## src/rtl/core/dtr_pkg.sv

```systemverilog
package dtr_pkg;

    // Clock bit watched for each rate select code, frame-sequencer bit, divider position
    localparam int unsigned RATE_BIT_0 = 9;
    localparam int unsigned RATE_BIT_1 = 3;
    localparam int unsigned RATE_BIT_2 = 5;
    localparam int unsigned RATE_BIT_3 = 7;
    localparam int unsigned SEQ_BIT    = 12;
    localparam int unsigned DIV_SHIFT  = 8;

    typedef enum logic [2:0] {
        REQ_TICK      = 3'd0,
        REQ_DIV_RESET = 3'd1,
        REQ_CNT_WRITE = 3'd2,
        REQ_MOD_WRITE = 3'd3,
        REQ_CTL_WRITE = 3'd4,
        REQ_CLK_LOAD  = 3'd5
    } req_code_t;

    typedef struct packed {
        logic [2:0]  req_type;
        logic [15:0] wr_value;
    } in_item_t;

    typedef struct packed {
        logic [7:0] count_value;
        logic [7:0] modulo_value;
        logic [2:0] control_value;
        logic [7:0] divider_value;
        logic       irq_pulse;
        logic       frame_step_pulse;
    } out_item_t;

    typedef struct packed {
        logic [15:0] internal_clock;
        logic [7:0]  counter;
        logic [7:0]  modulo;
        logic [2:0]  control;
        logic        reload_pending;
        logic        reloaded_this_tick;
    } timer_state_t;

    // Pick the clock bit that the rate select code watches
    function automatic logic rate_bit(input logic [15:0] clk, input logic [1:0] sel);
        logic b;
        case (sel)
            2'd0:    b = clk[RATE_BIT_0];
            2'd1:    b = clk[RATE_BIT_1];
            2'd2:    b = clk[RATE_BIT_2];
            default: b = clk[RATE_BIT_3];
        endcase
        return b;
    endfunction

endpackage

```

## src/rtl/core/divider_timer_with_reload.sv

```systemverilog
// Output: each result is registered and appears on the m_ side in the cycle after its transaction is accepted.
// Throughput: one transaction per cycle while the consumer keeps up; the single step
//   unit between the state registers and the result register sets that figure.
// Reset: synchronous, active low on aresetn; clock, counter, modulo, control and
//   both reload flags clear to zero and the result register empties.
module divider_timer_with_reload import dtr_pkg::*; (
    input  logic      aclk,
    input  logic      aresetn,
    input  logic      s_valid,
    output logic      s_ready,
    input  in_item_t  s_data,
    output logic      m_valid,
    input  logic      m_ready,
    output out_item_t m_data
);

    // Architectural timer state, updated once per accepted transaction
    timer_state_t state_reg;
    timer_state_t state_next;

    // Result register: holds one finished result until the consumer takes it
    out_item_t    result_reg;
    out_item_t    result_next;
    logic         out_valid_reg;

    logic         s_fire;

    // Accept whenever the result register is empty or drains in this same cycle,
    // so a new transaction can enter every cycle while the consumer keeps up.
    assign s_ready = !out_valid_reg || m_ready;
    assign s_fire  = s_valid && s_ready;

    // All per-transaction work: reload, clock advance, edge checks, writes
    dtr_step u_step (
        .cur  (state_reg),
        .item (s_data),
        .nxt  (state_next),
        .res  (result_next)
    );

    always_ff @(posedge aclk) begin
        if (!aresetn) begin
            state_reg     <= '0;
            out_valid_reg <= 1'b0;
        end else begin
            // Commit state and capture the result on each accepted transaction
            if (s_fire) begin
                state_reg     <= state_next;
                out_valid_reg <= 1'b1;
            end else if (m_ready) begin
                // Drop the result once taken and nothing new arrived
                out_valid_reg <= 1'b0;
            end
        end
    end

    // Payload register needs no reset
    always_ff @(posedge aclk) begin
        if (s_fire) begin
            result_reg <= result_next;
        end
    end

    assign m_valid = out_valid_reg;
    assign m_data  = result_reg;

    // An empty result register must never stall the input side
    a_ready_when_empty: assert property (@(posedge aclk) disable iff (!aresetn)
        !out_valid_reg |-> s_ready)
        else $error("input stalled while result register is empty");

    // An interrupt comes only from a reload, which marks the tick as reloaded
    a_irq_marks_reload: assert property (@(posedge aclk) disable iff (!aresetn)
        (s_fire && result_next.irq_pulse) |=> state_reg.reloaded_this_tick)
        else $error("interrupt without reloaded flag");

    // A frame-step pulse means the increment carried through the sequencer bit
    a_seq_carry: assert property (@(posedge aclk) disable iff (!aresetn)
        (s_fire && result_next.frame_step_pulse) |-> (state_next.internal_clock[SEQ_BIT:0] == '0))
        else $error("frame step without carry through sequencer bit");

endmodule

```

## src/rtl/core/dtr_step.sv

```systemverilog
module dtr_step import dtr_pkg::*; (
    input  timer_state_t cur,
    input  in_item_t     item,
    output timer_state_t nxt,
    output out_item_t    res
);

    logic [15:0] clk_before;
    logic        irq;
    logic        seq;
    logic [7:0]  byte_val;
    logic [2:0]  new_ctl;
    logic        old_on;
    logic        new_on;
    logic        timer_fell;
    logic [15:0] div_shifted;

    always_comb begin
        nxt        = cur;
        irq        = 1'b0;
        seq        = 1'b0;
        byte_val   = item.wr_value[7:0];
        new_ctl    = item.wr_value[2:0];
        clk_before = cur.internal_clock;
        old_on     = rate_bit(cur.internal_clock, cur.control[1:0]) & cur.control[2];
        new_on     = rate_bit(cur.internal_clock, new_ctl[1:0]) & new_ctl[2];
        timer_fell = 1'b0;

        case (item.req_type)
            REQ_TICK: begin
                nxt.reloaded_this_tick = 1'b0;
                // Complete a reload that was left pending by the last wrap
                if (cur.reload_pending) begin
                    irq                    = 1'b1;
                    nxt.counter            = cur.modulo;
                    nxt.reloaded_this_tick = 1'b1;
                    nxt.reload_pending     = 1'b0;
                end
                nxt.internal_clock = clk_before + 16'd1;
                timer_fell = cur.control[2]
                    && rate_bit(clk_before, cur.control[1:0])
                    && !rate_bit(nxt.internal_clock, cur.control[1:0]);
                seq = clk_before[SEQ_BIT] && !nxt.internal_clock[SEQ_BIT];
            end
            REQ_DIV_RESET: begin
                nxt.internal_clock = '0;
                timer_fell = cur.control[2] && rate_bit(clk_before, cur.control[1:0]);
            end
            REQ_CNT_WRITE: begin
                if (cur.reload_pending) begin
                    nxt.reload_pending = 1'b0;
                    nxt.counter        = byte_val;
                end else if (!cur.reloaded_this_tick) begin
                    nxt.counter = byte_val;
                end
            end
            REQ_MOD_WRITE: begin
                if (cur.reloaded_this_tick) begin
                    nxt.counter = byte_val;
                end
                nxt.modulo = byte_val;
            end
            REQ_CTL_WRITE: begin
                // Mux glitch: gated selected bit drops across the write
                timer_fell  = old_on && !new_on;
                nxt.control = new_ctl;
            end
            REQ_CLK_LOAD: begin
                nxt.internal_clock = item.wr_value;
            end
            default: begin
            end
        endcase

        // Advance the counter; wrap holds zero and arms the delayed reload
        if (timer_fell) begin
            nxt.counter = nxt.counter + 8'd1;
            if (nxt.counter == 8'd0) begin
                nxt.reload_pending = 1'b1;
            end
        end

        div_shifted           = nxt.internal_clock >> DIV_SHIFT;
        res.count_value       = nxt.counter;
        res.modulo_value      = nxt.modulo;
        res.control_value     = nxt.control;
        res.divider_value     = div_shifted[7:0];
        res.irq_pulse         = irq;
        res.frame_step_pulse  = seq;
    end

endmodule
```

## config.mk

```make
export PLATFORM = sky130hd
export DESIGN_NAME = divider_timer_with_reload
export DESIGN_NICKNAME = d
export VERILOG_FILES = /design/src/rtl/core/dtr_pkg.sv /design/src/rtl/core/divider_timer_with_reload.sv /design/src/rtl/core/dtr_step.sv
export SDC_FILE = /design/constraint.sdc
export NUM_CORES = 1
export LEC_CHECK = 0
export BUFFER_PORTS_ARGS = -buffer_cell sky130_fd_sc_hd__buf_2
export CAP_MARGIN = 20
export CORE_MARGIN = 1.5
export CORE_UTILIZATION = 54
export CTS_BUF_LIST = sky130_fd_sc_hd__clkbuf_4
export CTS_CLUSTER_SIZE = 20
export DETAILED_ROUTE_END_ITERATION = 7
export GPL_ROUTABILITY_DRIVEN = 0
export PLACE_DENSITY = 0.77
export SLEW_MARGIN = 20
export SYNTH_ARGS = -nofsm -noshare
export SYNTH_HDL_FRONTEND = slang
export SYNTH_SLANG_ARGS = --single-unit
```

## constraint.sdc

```tcl
create_clock -name aclk -period 3.75 [get_ports aclk]
set_input_delay 0.1875 -clock aclk [delete_from_list [all_inputs] [get_ports aclk]]
set_output_delay 0.1875 -clock aclk [all_outputs]
set_load 0.005 [all_outputs]
```

Word level (Yosys, flattened, before mapping)

Index checks and enable logic that the tools add are counted.

Flip-flop bits (word level): 67
Latch bits: 0
Bits in writable memories: 0
ROM bits: 0
Input port bits: 23
Output and inout port bits: 31
Memories: 0

Add/subtract/negate cells: 2
Multiply operators: 0
Div/mod/pow operators: 0
Order comparisons: 0
Equality and inequality tests: 9
Shifts and indexed selects: 0
Multiplexer cells: 23
Bitwise gates (word level): 2
Reduce and logical (&&, ||, !) cells: 19

Operators by type and width:

| cell                    | number |
|---|---|
| $mux W8                 | 6 |
| $pmux W16 S3            | 1 |
| $pmux W8 S3             | 1 |
| $add A16 B1 Y16 const B | 1 |
| $pmux W1 S3             | 4 |
| $mux W1                 | 9 |
| $add A8 B1 Y8 const B   | 1 |
| $logic_not A8 Y1        | 1 |
| $eq A3 B2 Y1 const B    | 2 |
| $eq A3 B3 Y1 const B    | 2 |
| $logic_and A1 B1 Y1     | 6 |
| $eq A2 B1 Y1 const B    | 2 |
| $eq A2 B2 Y1 const B    | 2 |
| $logic_not A1 Y1        | 4 |
| $logic_not A2 Y1        | 2 |
| $reduce_and A2 Y1       | 2 |
| $eq A3 B1 Y1 const B    | 1 |
| $logic_not A3 Y1        | 1 |
| $mux W3                 | 1 |
| $reduce_bool A3 Y1      | 1 |
| $and A1 B1 Y1           | 2 |
| $pmux W1 S2             | 1 |
| $reduce_bool A2 Y1      | 1 |
| $logic_or A1 B1 Y1      | 1 |

Depth between registers and ports, before layout

Word-level depth: 7
Gate-level depth with buffers: 10

Hierarchy

Synthesis repeated with hierarchy kept, for this count alone.

Cells, all modules: 433
Area total of the unflattened synthesis: 4060.1 µm²

By module, submodules not included:

| module                    | instances | cells each | area an instance (µm²) |
|---|---|---|---|
| divider_timer_with_reload | 1         | 194        | 2389.8 |
| dtr_step                  | 1         | 239        | 1670.4 |

Least setup slack after synthesis

No wires, ideal clock.

Kind: register to register
Start: register state_reg[0] (netlist name)
End: register state_reg[1] (netlist name)
Setup time: 0.059 ns
Data arrival time: 2.405 ns
Required time: 3.691 ns
Setup slack: 1.286 ns
Cell stages (with the launch flop): 9
Buffers on the path: 1
Clock period less this slack: 2.464 ns
Cells stage by stage: dfxtp_1 -> or3b_1 -> and3_1 -> buf_6 -> a221o_2 -> ha_1 -> or4_1 -> a22oi_1 -> a41o_1

Word-level cells in the longest chain between the ends: 7
Elaborated cells between the ends (all ways): 8
Classes of those cells: 1 x add/sub; 6 x mux; 1 x reduce/logical

Ends and longest elaborated chain:

| what                   | line                            | source |
|---|---|---|
| start, declared        | divider_timer_with_reload.sv:18 | `timer_state_t state_reg;` |
| start signal, assigned | divider_timer_with_reload.sv:48 | `state_reg <= state_next;` |
| $mux W8                | dtr_step.sv:53                  | `end else if (!cur.reloaded_this_tick) begin` |
| $mux W8                | dtr_step.sv:50                  | `if (cur.reload_pending) begin` |
| $pmux W8 S3 *          | dtr_step.sv:29                  | `case (item.req_type)` |
| $add A8 B1 Y8 *        | dtr_step.sv:77                  | `nxt.counter = nxt.counter + 8'd1;` |
| $logic_not A8 Y1 *     | dtr_step.sv:78                  | `if (nxt.counter == 8'd0) begin` |
| $mux W1 *              | dtr_step.sv:78                  |  |
| $mux W1 *              | dtr_step.sv:76                  | `if (timer_fell) begin` |

Every way passes the cells marked *; elsewhere a longest branch is shown, timed or not.
A chain may end at the register's enable or synchronous reset.

Worst setup path after layout

Start: register state_reg[1] (netlist name)
End: register state_reg[1] (netlist name)

Word-level cells in the longest chain between the ends: 6
Elaborated cells between the ends (all ways): 8
Classes of those cells: 1 x add/sub; 6 x mux; 1 x reduce/logical

Ends and longest elaborated chain:

| what                       | line |
|---|---|
| $mux W8 (on tied branches) | dtr_step.sv:50, dtr_step.sv:33 |
| $pmux W8 S3                | dtr_step.sv:29 |
| $add A8 B1 Y8              | dtr_step.sv:77 |
| $logic_not A8 Y1           | dtr_step.sv:78 |
| $mux W1                    | dtr_step.sv:78 |
| $mux W1 *                  | dtr_step.sv:76 |

Marks and branches as above.

==> flow_summary.yaml <==
outcome:
  status: "finished clean"
clock_network:
  clk_latency_ns: 0.40
  ctsResizeCount: 0
  post-cts-setup-buffers: 0
  tritoncts: "done"
  holdBufCountCts: 0
  cts_buffers: 9
  clockRootBuffer: "clkbuf_4"
  cts.sinks: 67
  htreeDepth: 3
  clk_pin_slew_worst_paths_ns: 0.11
  cts_max_path_buffers: 2
placement:
  placed_area_um2: 3860
  dp.cells: 488
  dp_hpwl_mm: 5.67
  io_buffers: 53
  place_ws_ns: 1.04
power_and_ir_drop:
  p_seq_share_pct: 55.7
  p_int_w: 0.00109
  clkPwrFrac_pct: 31.7
  switching_power_w: 0.000383
  sw_frac_of_total_pct: 26.0
  ir_drop_mv: 0.224
  pwr-share-comb_pct: 12.6
  leakage_nw: 1.60
  power_density_nw_per_um2: 369
drt:
  ant_nets: 0
  drc: 0
  wirelength_mm: 8.30
  drtPass1Iterations: 5
  vias: 3083
  viasPerCell: 6.12
  wire_per_inst_um: 16.5
  drtIter0Drc: 243
critical_path:
  worst-path-stages: 7
  cp-startpoint: "state_reg[1]"
  cp_slowest_stage_delay_ns: 0.53
  critical_path_class: "flip-flop to flip-flop"
  rr_startpoint: "state_reg[1]"
  start_kind: "flip-flop"
  slowest_stage: "or4_1"
  worst_setup_path_end_kind: "flip-flop"
  cp_max_fo: 12
  reg2regPathDepth: 7
  crit_buf_inv: 0
  rr_endpoint: "state_reg[1]"
  critical_path.endpoint: "state_reg[1]"
  path_cells: "or3b_1 -> and3_1 -> a221o_2 -> ha_1 -> or4_1 -> a22oi_1 -> a41o_1"
  rrSetupSlack_ns: 1.0
  cp.required_ns: 4.11
  cp_top_family: "simple AND/OR/NAND/NOR gates"
  cp.arrival_ns: 3.11
timing:
  maxSlewViolCount: 0
  finalSetupTns_ns: 0
  rsz0062_at_grt: "no"
  worst_pin_slew_ns: 1.02
  slew_headroom_pct: 32.1
  layout_setup_ws_ns: 0.997
  fin_crit_sh_pct: 73.4
  timing.final.hold_violations: 0
  setup_violations: 0
  fin_crit_ns: 2.75
  max_freq_mhz: 363
  whs_ns: 0.0348
  fin_skew_ns: 0.0119
floorplan:
  start_util_pct: 56.1
  rows: 29
  die_y_um: 84.2
  core_area_um2: 6350
  fp.dieW_um: 84.2
  top_level_ports: 54
  die_area_um2: 7100
logic_synthesis:
  avgSynthCellArea_um2: 9.43
  synth-edff-count: 29
  synthArstFlopShare_pct: 0
  ys.warnings.count: 0
  ys.flop_type: "dfxtp_1"
  ys_types: 61
  synth_fp_nets: 405
  synth_seq_cells: 67
  syn-cell-area_um2: 3560
  synth_seq_area_share_pct: 45.8
  syn_inst: 378
layout:
  final_common_cell: "buf_2"
  final_area_um2: 4000
  finalNonFillerCells: 504
  largest_reg_flops: 37
  nNetsFinal: 449
  syn_to_final_growth_pct: 12.1
  antennaDiodeCount: 0
  nFillCells: 554
  drive_above_1_share_pct: 22.7
  final_cell_mix: "buf_2, nor2_1, dfxtp_1"
global_routing:
  grt.overflow.total: 0
  grt_pass1_vias: 2814
  grt_pass1_wl_mm: 13.6
  grt_start_max_net_pins: 37
  antenna_found_initial: 0
  globalRouteTotalUtil_pct: 23.8
run:
  maxCapViolations: 0
min_path:
  hold_class: "primary input to flip-flop"
-- how the worst min path moves through the flow --
stage,start,end,slack [ns],depth (start not counted)
after floorplan,s_valid,m_valid,0.32,2
after global placement,s_valid,m_valid,0.43,3
after detailed placement,s_valid,m_valid,0.45,3
after CTS,s_valid,m_valid,0.02,3
after global routing,s_valid,m_valid,0.05,3
final,s_valid,m_valid,0.03,3
-- per-stage QoR --
step,utilization (%),power [W]
final,62.9,0.00147
after global routing,62.9,0.00154
after CTS,62.9,0.00149
after detailed placement,60.8,0.00102
after global placement,60.8,0.00102
after floorplan,-,0.000952
-- cells in the mapped netlist, drive strengths merged, types with 3 or more instances --
| master | count | area [um2] |
|---|---|---|
| a211oi | 4 | 30.0 |
| a21o | 4 | 30.0 |
| a21oi | 17 | 85.1 |
| a221o | 7 | 72.6 |
| a221oi | 3 | 26.3 |
| a22oi | 8 | 60.1 |
| a31o | 6 | 52.6 |
| a31oi | 5 | 52.6 |
| a32o | 3 | 30.0 |
| and2 | 6 | 37.5 |
| and3 | 15 | 93.8 |
| and4 | 3 | 26.3 |
| buf | 6 | 41.3 |
| clkbuf | 18 | 67.6 |
| dfxtp | 38 | 761 |
| edfxtp | 29 | 871 |
| ha | 4 | 50.1 |
| inv | 8 | 30.0 |
| mux2 | 11 | 124 |
| mux2i | 3 | 30.0 |
| nand2 | 36 | 135 |
| nand2b | 5 | 31.3 |
| nand3 | 13 | 65.1 |
| nor2 | 43 | 161 |
| nor2b | 4 | 27.5 |
| nor3 | 17 | 85.1 |
| o21ai | 15 | 75.1 |
| xnor2 | 8 | 70.1 |
| xor2 | 7 | 61.3 |
-- power groups by stage --
stage	Sequential (W)	Combinational [W]	Clock, W
floorplan	0.000837	0.000114	0
global placement	0.000837	0.000180	0
detailed placement	0.000838	0.000185	0
CTS	0.000822	0.000186	0.000480
global route	0.000826	0.000205	0.000512
finish	0.000822	0.000186	0.000467
-- area by class of cell --
type	count	area, um2	share of cell area, %
sequential	67	1630	40.8
timing repair buffer	57	308	7.70
clock buffer	11	82.6	2.07
multi-input combinational	279	1790	44.9
tap	77	96.3	2.41
inverter	8	30.0	0.752
clock inverter	5	53.8	1.35
-- tightest hold or removal path, delay by kind of cell --
| kind | cells | cell delay (ns) |
|---|---|---|
| AO/OA/AOI/OAI | 1 | 0.05 |
| buffers and inverters | 2 | 0.14 |
-- kinds of logic (layout without fill, tap and decap cells) --
kind of cell             after synthesis  after routing  synth area share, %
AND/OR/NAND/NOR                      155            155                 21.4
XOR/XNOR                              15             15                 3.69
adder cells (fa/ha/maj)                4              4                 1.40
flip-flops                            67             67                 45.8
multiplexers                          15             15                 4.95
buffers and inverters                 32             81                 3.90
AO/OA/AOI/OAI                         90             90                 18.9
-- routing by layer --
metal / up-vias / global-route usage, % / share of wire [%] / routed length, um
met1: 1480 / 32.4 / 46 / 3840
met5: - / 0 / 0 / 0
li1: 1486 / - / - / -
met4: 0 / 5.96 / 0.87 / 72
met2: 110 / 38.7 / 46 / 3840
met3: 7 / 5.41 / 6.6 / 549
No activity file was read; power rests on OpenSTA's default activity.
